<file path="src/sv/pfla_pkg.sv">
`default_nettype none

package pfla_pkg;

  // Action codes carried by in_action.
  typedef enum logic [2:0] {
    ACT_ALLOC_LOW  = 3'd0,
    ACT_FREE_LOW   = 3'd1,
    ACT_ALLOC_HIGH = 3'd2,
    ACT_FREE_HIGH  = 3'd3,
    ACT_SET_LIMIT  = 3'd4
  } act_t;

  // Configuration register indexes.
  localparam logic [1:0] CFG_LOW_BASE  = 2'd0;
  localparam logic [1:0] CFG_HIGH_BASE = 2'd1;
  localparam logic [1:0] CFG_INIT_LIM  = 2'd2;

  // Reset values of the configuration registers.
  localparam logic [15:0] LOW_BASE_RST  = 16'd256;
  localparam logic [15:0] HIGH_BASE_RST = 16'd4352;
  localparam logic [15:0] INIT_LIM_RST  = 16'hFFFF;

  typedef enum logic {
    ST_IDLE = 1'b0,
    ST_POP  = 1'b1
  } state_t;

  // Events sent to the budget unit for one item or one register write.
  typedef struct packed {
    logic        cfg_load;    // initial limit written
    logic        high_alloc;  // high allocation seen
    logic        high_take;   // high allocation granted a page
    logic        high_free;   // high free accepted
    logic        set_limit;   // set limit action
    logic [15:0] value;       // limit value or register data
  } bud_cmd_t;

  typedef struct packed {
    logic exceeded;      // current sticky flag
    logic budget_zero;   // no budget left
    logic exceeded_nxt;  // flag after the current event
  } bud_stat_t;

endpackage

`default_nettype wire

</file>
<file path="src/sv/pfla_budget.sv">
`default_nettype none

module pfla_budget
  import pfla_pkg::*;
(
  input  wire logic      clk,
  input  wire logic      rst_n,
  input  wire bud_cmd_t  cmd,
  output bud_stat_t      stat
);

  logic [15:0] budget_r, budget_nxt;
  logic [15:0] base_r, base_nxt;
  logic        exceeded_r, exceeded_nxt;
  logic [15:0] used;
  logic [17:0] rebased;

  // Budget left minus the previous limit plus the new one; only looked at
  // when it cannot go negative.
  assign used    = base_r - budget_r;
  assign rebased = {2'b00, budget_r} + {2'b00, cmd.value} - {2'b00, base_r};

  always_comb begin
    budget_nxt   = budget_r;
    base_nxt     = base_r;
    exceeded_nxt = exceeded_r;
    if (cmd.cfg_load) begin
      budget_nxt   = cmd.value;
      base_nxt     = cmd.value;
      exceeded_nxt = 1'b0;
    end else if (cmd.high_alloc) begin
      if (!exceeded_r && budget_r == 16'd0) begin
        exceeded_nxt = 1'b1;
      end
      if (cmd.high_take) begin
        budget_nxt = budget_r - 16'd1;
      end
    end else if (cmd.high_free) begin
      if (budget_r != 16'hFFFF) begin
        budget_nxt = budget_r + 16'd1;
      end
    end else if (cmd.set_limit) begin
      if (!exceeded_r) begin
        if (budget_r < base_r && used > cmd.value) begin
          exceeded_nxt = 1'b1;
        end else if (rebased[17:16] != 2'b00) begin
          budget_nxt = 16'hFFFF;
        end else begin
          budget_nxt = rebased[15:0];
        end
      end
      base_nxt = cmd.value;
    end
  end

  always_ff @(posedge clk) begin
    if (!rst_n) begin
      budget_r   <= INIT_LIM_RST;
      base_r     <= INIT_LIM_RST;
      exceeded_r <= 1'b0;
    end else begin
      budget_r   <= budget_nxt;
      base_r     <= base_nxt;
      exceeded_r <= exceeded_nxt;
    end
  end

  assign stat.exceeded     = exceeded_r;
  assign stat.budget_zero  = (budget_r == 16'd0);
  assign stat.exceeded_nxt = exceeded_nxt;

endmodule

`default_nettype wire

</file>
<file path="config.mk">
export PLATFORM = sky130hd
export DESIGN_NAME = pfla_budget
export DESIGN_NICKNAME = d
export VERILOG_FILES = /design/src/sv/pfla_pkg.sv /design/src/sv/pfla_budget.sv
export SDC_FILE = /design/constraint.sdc
export NUM_CORES = 1
export LEC_CHECK = 0
export BUFFER_PORTS_ARGS = -buffer_cell sky130_fd_sc_hd__buf_2
export CORE_ASPECT_RATIO = 0.7
export CORE_MARGIN = 5
export CORE_UTILIZATION = 57
export DETAILED_ROUTE_END_ITERATION = 12
export GPL_TIMING_DRIVEN = 0
export PLACE_DENSITY = 0.78
export RECOVER_POWER = 25
export SKIP_CTS_REPAIR_TIMING = 1
export SYNTH_ARGS = -nofsm -noshare
export SYNTH_HDL_FRONTEND = slang
export SYNTH_SLANG_ARGS = --single-unit
</file>
<file path="constraint.sdc">
create_clock -name clk -period 4.71 [get_ports clk]
set_input_delay 0.942 -clock clk [delete_from_list [all_inputs] [get_ports clk]]
set_output_delay 0.942 -clock clk [all_outputs]
set_load 0.02 [all_outputs]
</file>
==> results.md, run 1 <==
- Status: finished, violations left
- Failing checks: negative setup slack
- DRC: 0
- Main synth FF type: dfxtp_1
- Initial DRT Pass Iterations: 5
- End-of-flow core utilization: roughly two thirds
- Final setup violation count: 1
- Slew HR: 46.2%
- Slew Viols, Final: 0
- Share of layout cells above drive strength 1: 12.6%
- Initial antenna violation count: 0
- Finished Layout Cells: 734
- Worst R2R Start: budget_r[1]
- Worst path top cell family by delay: compound AO/OA/AOI/OAI gates
- Final worst slack: -265 ps
- Worst-path fanout max: 5
- Synth Register Bits: 33
- Final min period: 4980 ps
- Sum of buffers and inverters on the critical path: 2
- CTS tree: done
- VDD IR-drop max: between 0.15 and 0.2 mV
- Worst Hold Launch: base_r[0]
- Ant diodes: 0
- WL/cell: about 20 um
- Tot GR Track Use: 28.1%
- Die H: 84.6 um
- Reg2reg end: budget_r[2]
- Pre-CTS WS: -927 ps
- Number of cells on the worst reg-to-reg path: 20
- Hold violation count in the final report: 0
- Crit Path Class: register to output pin
- CTS buffer count: 5
- Final nets: ~730
- Hold WS: approximately 530 ps
- Nature of the critical path endpoint: output pin
- Largest net degree at the start of global routing: 11
- Crit path DAT: 4030 ps
- Leakage: between 2 and 2.5 nW
- Synth Instances: 597
- Post-DP HPWL: 11,200 um
- Final GP Congestion: 1.01
- Cell mode on critical path: a21oi_2
- Cell chain of the critical path: clkinvlp_4 -> ha_4 -> nor2b_1 -> o21ai_1 -> a21boi_2 -> o41ai_4 -> o211ai_1 -> a31o_2 -> a21oi_2 -> xnor2_1 -> ha_1 -> nand4_1 -> nor4_2 -> a211o_1 -> a21oi_2 -> o221a_4 -> nand3_4 -> a21oi_2 -> buf_4
- H-tree levels: 2
- Hold path depth: 2
- Clock transition at the registers of the reported paths: ~60 ps
- Reg2reg setup slack: between 200 and 300 ps
- Die area: 9860 sq um
- Top-count cell post-synth: inv_1
- Vias in the first global route: 4,203
- Area contributors post-synth: dfxtp_1, ha_1, fa_1
- Row cnt: 27
- Worst Hold Class: register to register
- Synth warnings: 0
- CP max-delay cell: dfxtp_4
- Clock skew: around 5.2 ps
- CTS max path bufs: 2
- Die span in x: 117 um
- Syn avg cell area: 7.59 sq um
- Critical Path Start: budget_r[1]
- WP depth: 19
- DR vias/cell: between 6 and 7
- Initial Util: 58.0%
- # IOs: 26
- CTS Root Cell: clkbuf_16
- Top cell type's share of synthesized area: 14.6%
- Vias post-DR: 4,742
- Slowest stage delay, CP: 390 ps
- Syn_nets: 689
- Placed cell count: 721
- Area grow syn2layout: 13.1%
- Post-DRT Antenna Nets: 0
- Number of port buffers: 23
- Worst Path Required: 3770 ps
- FFs w/ async S/R, synth: 0%
- Sequential area share after synthesis: 14.6%
- PwrDens: roughly 360 nW/um^2
- Clk Latency, worst-skew pair: 280 ps
- Worst Tran Pin Value: 799 ps
- MaxCap Viol Count: 0
- RSZ-0062 raised after global routing: yes
- Post-synth cell types: 65
- Global-route wire length before repair: ~22,000 um
- Fill count: 706
- Floorplan core area: 7800 sq um
- Yosys top cell by area: dfxtp_1
- Startpoint types: register
- Synth Cell Area: 4530 sq um
- GRT overflow: 0
- Hold Path Sink: base_r[0]
- Fmax: 201 MHz
- Number of enable flip-flop cells after synthesis: 0
- Setup TNS: -265 ps
- Drt total wl: 14,400 um
- Clk sink count: 33
- Synth cell count leaders: inv_1, ha_1, nand2_1
- Initial DRC Count: between 500 and 600
- Fin crit share: 106%
[worst max path at each step]
stage,end,slack [ps]
6_report,stat[0],-270
5_1_grt,stat[0],-460
4_1_cts,stat[0],-1240
3_5_place_dp,stat[0],-930
3_3_place_gp,stat[0],-860
2_1_floorplan,stat[0],30
[metal layers]
layer | GRT usage [%] | share of wire [%]
met1 | 43.3 | 46
met2 | 39.6 | 42
met3 | 5.26 | 11
met4 | 7.50 | 2.0
met5 | 0 | 0
[state kept, by name, summed over array words and instances, names as in the netlist]
signal and count:
base_r 16, budget_r 16, exceeded_r 1
[worst register-to-register path: stages, from the launching register on]
cell and delay, ps:
dfxtp_4 390, clkinvlp_4 140, ha_4 230, nor2b_1 120, o21ai_1 210, a21boi_2 120
o41ai_4 360, o211ai_1 170, a31o_2 280, a21oi_2 130, xnor2_1 90, ha_1 320
buf_4 140, a211oi_1 210, o21bai_1 130, o221a_4 260, o31a_1 290, buf_6 150
buf_2 210, a221oi_1 220, o21ai_0 90
[stage by stage]
step	cell area, sq um	total power, mW
after detailed placement	4770	1.42
after CTS	4910	1.76
after global routing	5120	1.99
after global placement	4770	1.40
after floorplan	4530	1.18
final	5120	1.86
[logic make-up (layout without fill, tap and decap cells)]
| group | after synthesis | after routing | synth area share, % |
|---|---|---|---|
| xor gates and xnor gates | 37 | 37 | 7.15 |
| and+or+nand+nor | 177 | 177 | 19.6 |
| muxes | 1 | 1 | 0.221 |
| buffers and inverters | 100 | 136 | 8.65 |
| adders and majority gates | 69 | 69 | 21.9 |
| DFF | 33 | 33 | 14.6 |
| AOI/OAI and AO/OA | 180 | 180 | 28.0 |
[layout make-up]
| type | instances | area, sq um | share of cell area [%] |
|---|---|---|---|
| Buffer | 21 | 91.3 | 1.78 |
| Clock buffer | 7 | 143 | 2.79 |
| Inverter | 75 | 292 | 5.69 |
| Multi-Input combinational cell | 464 | 3600 | 70.3 |
| Sequential cell | 33 | 679 | 13.3 |
| Tap cell | 101 | 126 | 2.47 |
| Timing Repair Buffer | 33 | 190 | 3.71 |
[where the power goes]
group / internal (mW) / switching (mW) / total [mW]
registers: 0.308 / 0.0401 / 0.348
logic: 0.496 / 0.678 / 1.17
clock network: 0.208 / 0.125 / 0.333
[placed cells by master, fill, tap and decap left out, drive strengths merged, types with 10 or more instances in the layout]
cell,n
fa,17
xnor2,31
clkbuf,27
a211oi,12
a21oi,41
nor3,10
nand2,47
dfxtp,33
ha,52
inv,73
o211ai,21
buf,34
nand3,23
a221oi,10
o21ai,26
nand4,11
nor2,34
(Power assumes the default switching activity.)
==> run 2: changes to the inputs <==
--- a/config.mk
+++ b/config.mk
@@ -5,13 +5,13 @@
 export SDC_FILE = /design/constraint.sdc
 export NUM_CORES = 1
 export LEC_CHECK = 0
-export BUFFER_PORTS_ARGS = -buffer_cell sky130_fd_sc_hd__buf_2
+export BUFFER_PORTS_ARGS = -buffer_cell sky130_fd_sc_hd__clkbuf_2
 export CORE_ASPECT_RATIO = 0.7
 export CORE_MARGIN = 5
-export CORE_UTILIZATION = 57
+export CORE_UTILIZATION = 63
 export DETAILED_ROUTE_END_ITERATION = 12
 export GPL_TIMING_DRIVEN = 0
-export PLACE_DENSITY = 0.78
+export PLACE_DENSITY = 0.82
 export RECOVER_POWER = 25
 export SKIP_CTS_REPAIR_TIMING = 1
 export SYNTH_ARGS = -nofsm -noshare
==> constraint.sdc (replaced) <==
create_clock -name clk -period 5.15 [get_ports clk]
set_input_delay 1.03 -clock clk [delete_from_list [all_inputs] [get_ports clk]]
set_output_delay 1.03 -clock clk [all_outputs]
set_load 0.02 [all_outputs]
==> run 2 against run 1 <==
Against the previous run:
- the flow still finishes with violations (negative setup slack)
- setup slack gained 230 ps
- clock-buffer cell count shrank 2
- sequential share of layout area is essentially flat
- largest power group unchanged
==> results.md, run 2 (synthesized netlist as in run 1, its figures left out) <==
- Clk network pwr share: 14.9% (-3.1 points)
- Initial DRC Count: 787 (+54%)
- Sequential Area: 677 sq um (-0.37%)
- Vias post-DR: 4,929 (+3.9%)
- CTS tree: done
- Startpoint types: register
- Slew HR: 43.5% (-2.7 points)
- Vias in the first global route: 4,505 (+7.2%)
- Post-DP HPWL: 11,200 um (about the same)
- CTS Root Cell: clkbuf_8
- Reg2reg end: budget_r[7]
- Commonest non-fill, non-tap cell in the layout: inv_1
- Worst-path fanout max: 4 (-1)
- Share of layout cells above drive strength 1: 13.5% (+0.83 points)
- Nature of the critical path endpoint: output pin
- Placed cell count: 714 (-0.97%)
- Initial antenna violation count: 0 (unchanged)
- Global-route wire length before repair: 22,500 um (+3.1%)
- Worst Tran Pin Value: 839 ps (+40.5 ps)
- Worst R2R Start: budget_r[4]
- MaxCap Viol Count: 0 (unchanged)
- Worst Path Required: 4120 ps (+350 ps)
- # IOs: 26 (unchanged)
- Finished Layout Cells: 725 (-1.2%)
- CTS buffer count: 5 (unchanged)
- Final min period: between 5000 and 6000 ps
- DRC: 0 (unchanged)
- Reg2reg setup slack: 630 ps (+340 ps)
- GR Util met2: 51.2% (+12 points)
- Initial DRT Pass Iterations: 5 (unchanged)
- VDD IR-drop max: 0.206 mV (+6.4%)
- Hold violation count in the final report: 0 (unchanged)
- Crit path DAT: 4150 ps (+120 ps)
- Fill count: 490 (-31%)
- Drt total wl: 14,900 um (+3.8%)
- Critical Path Start: budget_r[1]
- Floorplan core area: 6880 sq um (-12%)
- Initial Util: 65.8% (+7.8 points)
- DR vias/cell: 6.80 (+5.2%)
- Clock skew: 7.15 ps (+1.96 ps)
- Number of cells on the worst reg-to-reg path: 20 (unchanged)
- GRT overflow: 0 (unchanged)
- Top Usage Layer GRT: met2
- Final GP Congestion: 0.939 (-7.4%)
- CTS max path bufs: 2 (unchanged)
- Clk sink count: 33 (unchanged)
- Clk Latency, worst-skew pair: 290 ps (about the same)
- Leakage: 2.26 nW (-0.64%)
- RSZ-0062 raised after global routing: yes
- Slew Viols, Final: 0 (unchanged)
- End-of-flow core utilization: 74.2% (+8.6 points)
- Sequential power share: 19.1% (+0.3 points)
- Fmax: roughly 190 MHz
- Gate power share: 66.0% (+2.7 points)
- Met1 usage: 42.4% (-0.94 points)
- Tot GR Track Use: 31.1% (+2.9 points)
- Most frequent cells in the layout: inv_1, nand2_1, ha_1, a21oi_1, nor2_1
- GR Util met3: 5.66% (+0.40 points)
- Failing checks: negative setup slack
- Post-DRT Antenna Nets: 0 (unchanged)
- Net Sw Frac: 46.9% (+1.4 points)
- Switch Pwr: 0.784 mW (-7.1%)
- Clock transition at the registers of the reported paths: 80 ps (+20 ps)
- Final worst slack: -34.4 ps (+231 ps)
- Die area: 9010 sq um (-8.6%)
- H-tree levels: 2 (unchanged)
- Ant diodes: 0 (unchanged)
- Largest net degree at the start of global routing: 11 (unchanged)
- Setup crit end: stat[0]
- Top Registers: base_r: 16 flops, budget_r: 16 flops, exceeded_r: 1 flops
- Final setup violation count: 1 (unchanged)
- PwrDens: 328 nW/um^2 (-9.6%)
- Die span in x: 111 um (-4.5%)
- Die H: 80.9 um (-4.3%)
- Setup TNS: -34.4 ps (+231 ps)
- Fin crit share: 101%
- Multi-input gate area: 3640 sq um (+1.0%)
- WL/cell: 20.6 um (+5.1%)
- Status: finished, violations left
- Cell Int Power: 0.889 mW (-12%)
- Crit Path Class: register to output pin
- Row cnt: 25 (-7.4%)
- Final nets: 723 (-0.28%)
- Area grow syn2layout: 12.7%
- Worst Hold Class: register to register
- Number of port buffers: 23 (unchanged)
- Pre-CTS WS: -621 ps (+306 ps)
[run 2: changes by cell type in the layout (fill, tap and decap cells not counted), sizes merged]
cell	previous run	this run
clkinv	0	1
bufinv	0	1
clkbuf	27	45
buf	34	12
[run 2: power by group through the flow]
| stage | logic, mW | registers (mW) | clock network (mW) |
|---|---|---|---|
| global route | 1.21 | 0.323 | 0.254 |
| floorplan | 0.774 | 0.305 | 0 |
| global placement | 0.948 | 0.313 | 0 |
| CTS | 0.993 | 0.308 | 0.243 |
| detailed placement | 0.981 | 0.314 | 0 |
| finish | 1.10 | 0.319 | 0.250 |
[run 2: cell type report]
| type | instances | share of cell area [%] |
|---|---|---|
| timing repair buffer | 31 | 3.68 |
| sequential | 33 | 13.3 |
| clock buffer | 5 | 1.35 |
| multi-input combinational | 464 | 71.2 |
| inverter | 75 | 5.71 |
| tap | 94 | 2.30 |
| buffer | 21 | 1.79 |
| clock inverter | 2 | 0.686 |
[run 2: metal layers]
layer / up-vias / share of wire, %
met5: - / 0
met4: 0 / 2.3
met3: 41 / 12
met2: 359 / 44
met1: 2303 / 42
li1: 2226 / -
[run 2: worst max-delay path, stage by stage, from the launching register on]
cell and delay [ps]:
dfxtp_4 400, clkinvlp_4 120, ha_4 230, nor2b_4 120, o21ai_2 170, a21boi_2 90
o41ai_2 380, o211ai_1 200, a31o_2 290, a21oi_2 150, xnor2_1 90, ha_1 320
nand4_1 150, nor4_2 70, a211o_1 260, a21oi_2 120, o221a_4 230, nand3_2 80
a21oi_2 190, buf_4 170
[run 2: metrics by stage]
stage	area [sq um]	total power, mW	hold WS [ps]
after floorplan	4530	1.08	470
after global placement	4760	1.26	486
after detailed placement	4760	1.29	509
after CTS	4870	1.54	528
after global routing	5110	1.79	552
final	5110	1.67	532
[run 2: how the worst min path moves through the flow]
stage,from,end,slack [ps],cells after the start
3_5_place_dp,base_r[0],base_r[0],510,2
4_1_cts,base_r[0],base_r[0],530,2
2_1_floorplan,budget_r[10],budget_r[10],470,1
5_1_grt,budget_r[3],budget_r[3],550,2
3_3_place_gp,budget_r[10],budget_r[10],490,1
6_report,budget_r[3],budget_r[3],530,2
